## src/btidx_pkg.sv

```systemverilog
// Shared types and constants for the B-tree index node engine.
`default_nettype none

package btidx_pkg;

  localparam int KEY_W = 64;

  // Request operation codes
  localparam logic [2:0] OP_INIT   = 3'd0;
  localparam logic [2:0] OP_LOOKUP = 3'd1;
  localparam logic [2:0] OP_ADD    = 3'd2;
  localparam logic [2:0] OP_UPDATE = 3'd3;
  localparam logic [2:0] OP_SPLIT  = 3'd4;

  // Result status codes
  typedef enum logic [2:0] {
    ST_OK        = 3'd0,
    ST_FULL      = 3'd1,
    ST_NOT_FOUND = 3'd2,
    ST_EMPTY     = 3'd3,
    ST_BAD_SPLIT = 3'd4
  } node_status_t;

  // Datapath commands, one per cycle
  typedef enum logic [4:0] {
    CMD_NOP,
    CMD_LOAD,
    CMD_INIT0,
    CMD_INIT1,
    CMD_POS_ZERO,
    CMD_SCAN_START,
    CMD_SCAN,
    CMD_FETCH,
    CMD_UPD_WR,
    CMD_SHIFT_SETUP,
    CMD_SHIFT_RD,
    CMD_SHIFT_WR,
    CMD_ADD_WR,
    CMD_SPLIT_START,
    CMD_SPLIT_RD,
    CMD_EMIT_ZERO,
    CMD_EMIT_ENTRY,
    CMD_EMIT_REQ,
    CMD_EMIT_SPLIT
  } dp_op_t;

  typedef struct packed {
    dp_op_t       op;
    node_status_t code;
  } dp_cmd_t;

  typedef struct packed {
    logic [2:0] op;
    logic       used_zero;
    logic       used_le1;
    logic       full;
    logic       split_bad;
    logic       split_none;
    logic       scan_stop;
    logic       shift_more;
    logic       key_match;
    logic       split_more;
    logic       out_free;
  } dp_status_t;

endpackage

`default_nettype wire

```

## src/btidx_ctrl.sv

```systemverilog
// Controller state machine sequencing node operations over the datapath.
`default_nettype none

module btidx_ctrl import btidx_pkg::*; (
  input  wire logic       clk,
  input  wire logic       rst_n,
  input  wire logic       in_valid,
  output logic            in_stall,
  input  wire dp_status_t status,
  output dp_cmd_t         cmd
);

  typedef enum logic [3:0] {
    S_IDLE,
    S_DECODE,
    S_INIT1,
    S_SCAN,
    S_FETCH,
    S_UPD_CHK,
    S_SHIFT_SETUP,
    S_SHIFT_RD,
    S_SHIFT_WR,
    S_REQ_EMIT,
    S_ENTRY_EMIT,
    S_ZERO_EMIT,
    S_SPLIT_RD,
    S_SPLIT_EMIT
  } state_t;

  state_t       state_r, state_nxt;
  node_status_t code_r, code_nxt;
  dp_op_t       op_cmd;
  state_t       after_scan;

  // After the position is known, add shifts while the others fetch the entry
  assign after_scan = (status.op == OP_ADD) ? S_SHIFT_SETUP : S_FETCH;

  // Next state and command
  always_comb begin
    state_nxt = state_r;
    code_nxt  = code_r;
    op_cmd    = CMD_NOP;
    unique case (state_r)
      S_IDLE: begin
        if (in_valid) begin
          op_cmd    = CMD_LOAD;
          state_nxt = S_DECODE;
        end
      end
      S_DECODE: begin
        code_nxt = ST_OK;
        unique case (status.op) inside
          OP_INIT: begin
            op_cmd    = CMD_INIT0;
            state_nxt = S_INIT1;
          end
          OP_LOOKUP, OP_ADD, OP_UPDATE: begin
            if (status.used_zero) begin
              code_nxt  = ST_EMPTY;
              state_nxt = S_ZERO_EMIT;
            end else if (status.op == OP_ADD && status.full) begin
              code_nxt  = ST_FULL;
              state_nxt = S_ZERO_EMIT;
            end else if (status.used_le1) begin
              op_cmd    = CMD_POS_ZERO;
              state_nxt = after_scan;
            end else begin
              op_cmd    = CMD_SCAN_START;
              state_nxt = S_SCAN;
            end
          end
          OP_SPLIT: begin
            if (status.split_bad) begin
              code_nxt  = ST_BAD_SPLIT;
              state_nxt = S_ZERO_EMIT;
            end else if (status.split_none) begin
              state_nxt = S_ZERO_EMIT;
            end else begin
              op_cmd    = CMD_SPLIT_START;
              state_nxt = S_SPLIT_RD;
            end
          end
          default: begin
            // drop unknown operations without a result
            state_nxt = S_IDLE;
          end
        endcase
      end
      S_INIT1: begin
        op_cmd    = CMD_INIT1;
        state_nxt = S_ZERO_EMIT;
      end
      S_SCAN: begin
        op_cmd = CMD_SCAN;
        if (status.scan_stop) begin
          state_nxt = after_scan;
        end
      end
      S_FETCH: begin
        op_cmd    = CMD_FETCH;
        state_nxt = (status.op == OP_UPDATE) ? S_UPD_CHK : S_ENTRY_EMIT;
      end
      S_UPD_CHK: begin
        if (status.key_match) begin
          op_cmd    = CMD_UPD_WR;
          state_nxt = S_REQ_EMIT;
        end else begin
          code_nxt  = ST_NOT_FOUND;
          state_nxt = S_ENTRY_EMIT;
        end
      end
      S_SHIFT_SETUP: begin
        op_cmd    = CMD_SHIFT_SETUP;
        state_nxt = S_SHIFT_RD;
      end
      S_SHIFT_RD: begin
        if (status.shift_more) begin
          op_cmd    = CMD_SHIFT_RD;
          state_nxt = S_SHIFT_WR;
        end else begin
          op_cmd    = CMD_ADD_WR;
          state_nxt = S_REQ_EMIT;
        end
      end
      S_SHIFT_WR: begin
        op_cmd    = CMD_SHIFT_WR;
        state_nxt = S_SHIFT_RD;
      end
      S_REQ_EMIT: begin
        if (status.out_free) begin
          op_cmd    = CMD_EMIT_REQ;
          state_nxt = S_IDLE;
        end
      end
      S_ENTRY_EMIT: begin
        if (status.out_free) begin
          op_cmd    = CMD_EMIT_ENTRY;
          state_nxt = S_IDLE;
        end
      end
      S_ZERO_EMIT: begin
        if (status.out_free) begin
          op_cmd    = CMD_EMIT_ZERO;
          state_nxt = S_IDLE;
        end
      end
      S_SPLIT_RD: begin
        op_cmd    = CMD_SPLIT_RD;
        state_nxt = S_SPLIT_EMIT;
      end
      S_SPLIT_EMIT: begin
        if (status.out_free) begin
          op_cmd    = CMD_EMIT_SPLIT;
          state_nxt = status.split_more ? S_SPLIT_RD : S_IDLE;
        end
      end
      default: begin
        state_nxt = S_IDLE;
      end
    endcase
  end

  // Hold state and result code
  always_ff @(posedge clk) begin
    if (!rst_n) begin
      state_r <= S_IDLE;
      code_r  <= ST_OK;
    end else begin
      state_r <= state_nxt;
      code_r  <= code_nxt;
    end
  end

  assign cmd.op   = op_cmd;
  assign cmd.code = code_r;
  assign in_stall = (state_r != S_IDLE);

endmodule

`default_nettype wire

```

## config.mk

```make
export PLATFORM = sky130hd
export DESIGN_NAME = btidx_ctrl
export DESIGN_NICKNAME = d
export VERILOG_FILES = /design/src/btidx_pkg.sv /design/src/btidx_ctrl.sv
export SDC_FILE = /design/constraint.sdc
export NUM_CORES = 1
export LEC_CHECK = 0
export BUFFER_PORTS_ARGS = -buffer_cell sky130_fd_sc_hd__buf_2
export CORE_MARGIN = 5
export CORE_UTILIZATION = 45
export DETAILED_ROUTE_END_ITERATION = 16
export GPL_TIMING_DRIVEN = 0
export PLACE_DENSITY = 0.71
export SLEW_MARGIN = 5
export SYNTH_ARGS = -nofsm -noshare
export SYNTH_HDL_FRONTEND = slang
export SYNTH_SLANG_ARGS = --single-unit
```

## constraint.sdc

```tcl
create_clock -name clk -period 1.9 [get_ports clk]
set_input_delay 0.285 -clock clk [delete_from_list [all_inputs] [get_ports clk]]
set_output_delay 0.285 -clock clk [all_outputs]
set_load 0.01 [all_outputs]
```

[After elaboration in Yosys (flattened, before gate mapping)]
Cells that the tools add are included.
Cells by class
  equal/unequal tests: 22
  multiplexer cells: 36
  reduce and logical (&&, ||, !) cells: 10
Operator list (number)
  $pmux W5 S14: 1
  $mux W4: 12
  $pmux W4 S11: 1
  $eq A4 B4 Y1 const B: 6
  $mux W3: 8
  $pmux W4 S3: 2
  $eq A4 B3 Y1 const B: 4
  $mux W5: 3
  $pmux W3 S2: 2
  $eq A4 B2 Y1 const B: 2
  $ne A2 B2 Y1 const B: 4
  $eq A3 B2 Y1 const B: 2
  $mux W2: 3
  $reduce_or A3 Y1: 2
  $eq A4 B1 Y1 const B: 1
  $logic_not A4 Y1: 1
  $mux W1: 4
  $reduce_and A4 Y1: 1
  $reduce_bool A4 Y1: 1
  $eq A3 B1 Y1 const B: 1
  $eq A3 B3 Y1 const B: 1
  $logic_not A3 Y1: 1
  $ne A2 B1 Y1 const B: 1
  $reduce_and A2 Y1: 1
  other kinds (3): 3
Word-level totals
  flip-flop bits (word level): 7
  bits of input ports: 16
  output and inout bits: 9

[Longest topological paths before layout]
  depth after elaboration: 7
  gate-level depth with buffers: 7
  depth with buffers taken out: 5

[Worst setup path before layout]
OpenSTA, ideal clock, no wires.
  path kind: input to output
  start: input port status[10] (netlist bit)
  end: output port cmd[6] (netlist bit)
  arrival time: 1319 ps
  path slack: 296 ps
  stages: 6
  path buffers: 1
  cells stage by stage: clkbuf_1 nor3b_1 nand2_1 nor4_1 nor3_1 a21oi_1
RTL lines
  start: declaration: line btidx_ctrl.sv:9  | input wire dp_status_t status,
  end: declaration: line btidx_ctrl.sv:10  | output dp_cmd_t cmd

==> impl_metrics.csv <==
group,metric,value,unit
status,status,"finished, final reports clean",
timing,fin_crit_sh,96.9,%
synth,ys_types,43,
synth,async_flop_share,0,%
layout,final_common_cell,"buf_2",
synth,netlist_area,863,µm²
global_routing,grt_use_total,21.4,%
routing,drt_iter0_drc,52,
place,port_buffers,22,
timing,rsz0062_at_grt,"no",
pwr,peakVddDrop,758,µV
die,die_x,53.8,µm
layout,syn2layout_area_growth,25.9,%
layout,ff_latch_area,144,µm²
die,dieArea,2890,µm²
die,core,1780,µm²
layout,multi_input_area,667,µm²
global_routing,antenna_found_initial,0,
routing,ant_nets,0,
layout,final_cell_mix,"buf_2 (24), o21ai_0 (19), a21oi_1 (16)",
die,rows,15,
synth,ys_seq_area_share,16.2,%
clock_network,cts_sinks,7,
clock_network,numCtsBuffers,3,
timing,worst_slack,0.0581,ns
place,dp_cells,182,
timing,period_needed,1.84,ns
job,max_cap_viol_count,0,
pwr,clockPowerShare,9.6,%
pwr,p_per_area,1310,nW/µm²
pwr,sw_frac_of_total,49.8,%
synth,syn-num-nets,151,
synth,synth-edff-count,0,
synth,syn_inst,135,
routing,drt-vias-per-instance,6.13,
routing,wl_per_cell,15.3,µm
synth,synth_ff_type,"dfxtp_1",
routing,firstDrtPassIters,4,
pwr,combinationalPowerShare,72.5,%
place,hpwlAfterDp,2130,µm
layout,num_antenna_cells,0,
layout,finalNonFillerCells,186,
synth,synth_warnings,0,
layout,stdcell_area,1090,µm²
pwr,seq_power_share,17.9,%
clock_network,cts_root_buf,"clkbuf_4",
global_routing,grt_pass1_vias,1088,
clock_network,clockBufferDepth,2,
global_routing,grt_pass1_wl,4550,µm
routing,wl,2860,µm
hold_path,hold_path.class,"in -> reg",
worst_setup_path,path_max_fanout,7,
timing,tightest_slew,0.382,ns
pwr,p_leak,0.426,nW
timing,max_freq,543,MHz
worst_setup_path,worstPathRequired,1.62,ns
layout,drive_gt1_share,29.2,%
layout,n_fill_cell,181,
routing,drc,0,
clock_network,clk_pin_slew,0.05,ns
clock_network,cts_tree,"built",
place,placed_area,1000,µm²
worst_setup_path,crit_path_end_kind,"output pin",
die,die_height,53.8,µm
synth,synth-seq-cells,7,
place,dp_slack,0.0896,ns
timing,setup_viol_count_final,0,
timing,slew_headroom,73.9,%
worst_setup_path,cp.arrival,1.56,ns
clock_network,htree_levels,1,
timing,skew,0.00270,ns
pwr,p_switching,0.000710,W
timing,hold_violations,0,
synth,postSynthAreaPerCell,6.40,µm²
pwr,p_int,0.000716,W
clock_network,clock_latency,0.25,ns
die,ios,25,
place,gp_congestion,0.929,
global_routing,grt-ovfl-total,0,
routing,vias,1141,
worst_setup_path,startpoint_type,"flop",
timing,maxSlewViolCount,0,
global_routing,grt_max_degree,11,
die,start_util,48.4,%
worst_setup_path,path_class,"reg -> out",
layout,nets,178,
-- worst max-delay path, cell delays in order, from the launching register on --
cell	delay [ns]
dfxtp_2	0.35
nand2b_4	0.16
or3_4	0.43
o221ai_1	0.19
buf_2	0.16
-- layout make-up --
type,instances,area share (%)
inverter,6,2.07
clock buffer,4,2.42
tap,25,2.88
multi-input combinational,111,61.3
buffer,10,7.25
timing repair buffer,23,10.8
sequential,7,13.2
-- power groups by stage --
stage	logic (W)	clock network, W	registers (W)
floorplan	0.000664	0	0.000237
global placement	0.000930	0	0.000241
detailed placement	0.000933	0	0.000242
CTS	0.000958	0.000145	0.000243
global route	0.00112	0.000154	0.000259
finish	0.00103	0.000136	0.000255
-- sequential cells by signal, indices dropped and copies added (netlist names) --
register,flops
state_r,4
code_r,3
-- path summary, 6_finish.rpt --
kind / start / endpoint / slack (ns) / cells after the start
max: state_r[1] / cmd[5] / 0.06 / 4
min: status[6] / code_r[2] / 0.35 / 3
max reg2reg: state_r[1] / state_r[3] / 0.40 / 5
min reg2reg: code_r[1] / code_r[1] / 0.52 / 2
-- logic make-up after synthesis --
kind of cell           Yosys count  synth area share (%)
buffers and inverters           17                  9.42
flip-flops                       7                  16.2
AND/OR/NAND/NOR                 51                  31.0
AO/OA/AOI/OAI                   60                  43.3
-- per-layer routing --
metal  track usage [%]  routed length [µm]
met3              5.54                 310
met4              6.38                   0
met2              35.7                1400
met5                 0                   0
met1              26.7                1150
-- synthesized netlist by cell type (2+ instances only) --
cell	number	area (µm²)
o221ai_1	3	26.3
inv_1	5	18.8
nor4_1	2	12.5
buf_2	5	25.0
a31oi_1	4	25.0
nand2_1	14	52.6
clkbuf_1	4	15.0
a21oi_1	16	80.1
nor2b_1	5	31.3
or3_1	2	12.5
nor2_1	8	30.0
o21ai_1	2	10.0
nand3_1	3	15.0
o21ai_0	19	95.1
nand2b_1	5	31.3
nor3_1	4	20.0
a211o_1	2	17.5
dfxtp_1	7	140
-- what timing repair did --
item                       in CTS  in global routing
hold buffers                    0                  0
setup endpoints to repair       3                  4
pin swaps                       0                  1
resized for setup               7                 12
cloned                          0                  0
setup buffers                   0                  1
-- per-stage QoR --
| step | utilization [%] | setup TNS [ns] | hold slack, ns | total power [W] |
|---|---|---|---|---|
| 4_1_cts | 58.7 | -0.000688 | 0.331 | 0.00135 |
| 2_1_floorplan | - | 0 | 0.407 | 0.000901 |
| 3_5_place_dp | 56.4 | 0 | 0.499 | 0.00118 |
| 6_report | 61.0 | 0 | 0.346 | 0.00143 |
| 3_3_place_gp | 56.4 | 0 | 0.494 | 0.00117 |
| 5_1_grt | 61.0 | 0 | 0.346 | 0.00153 |
Note: power is estimated with default switching activity, not from simulation.
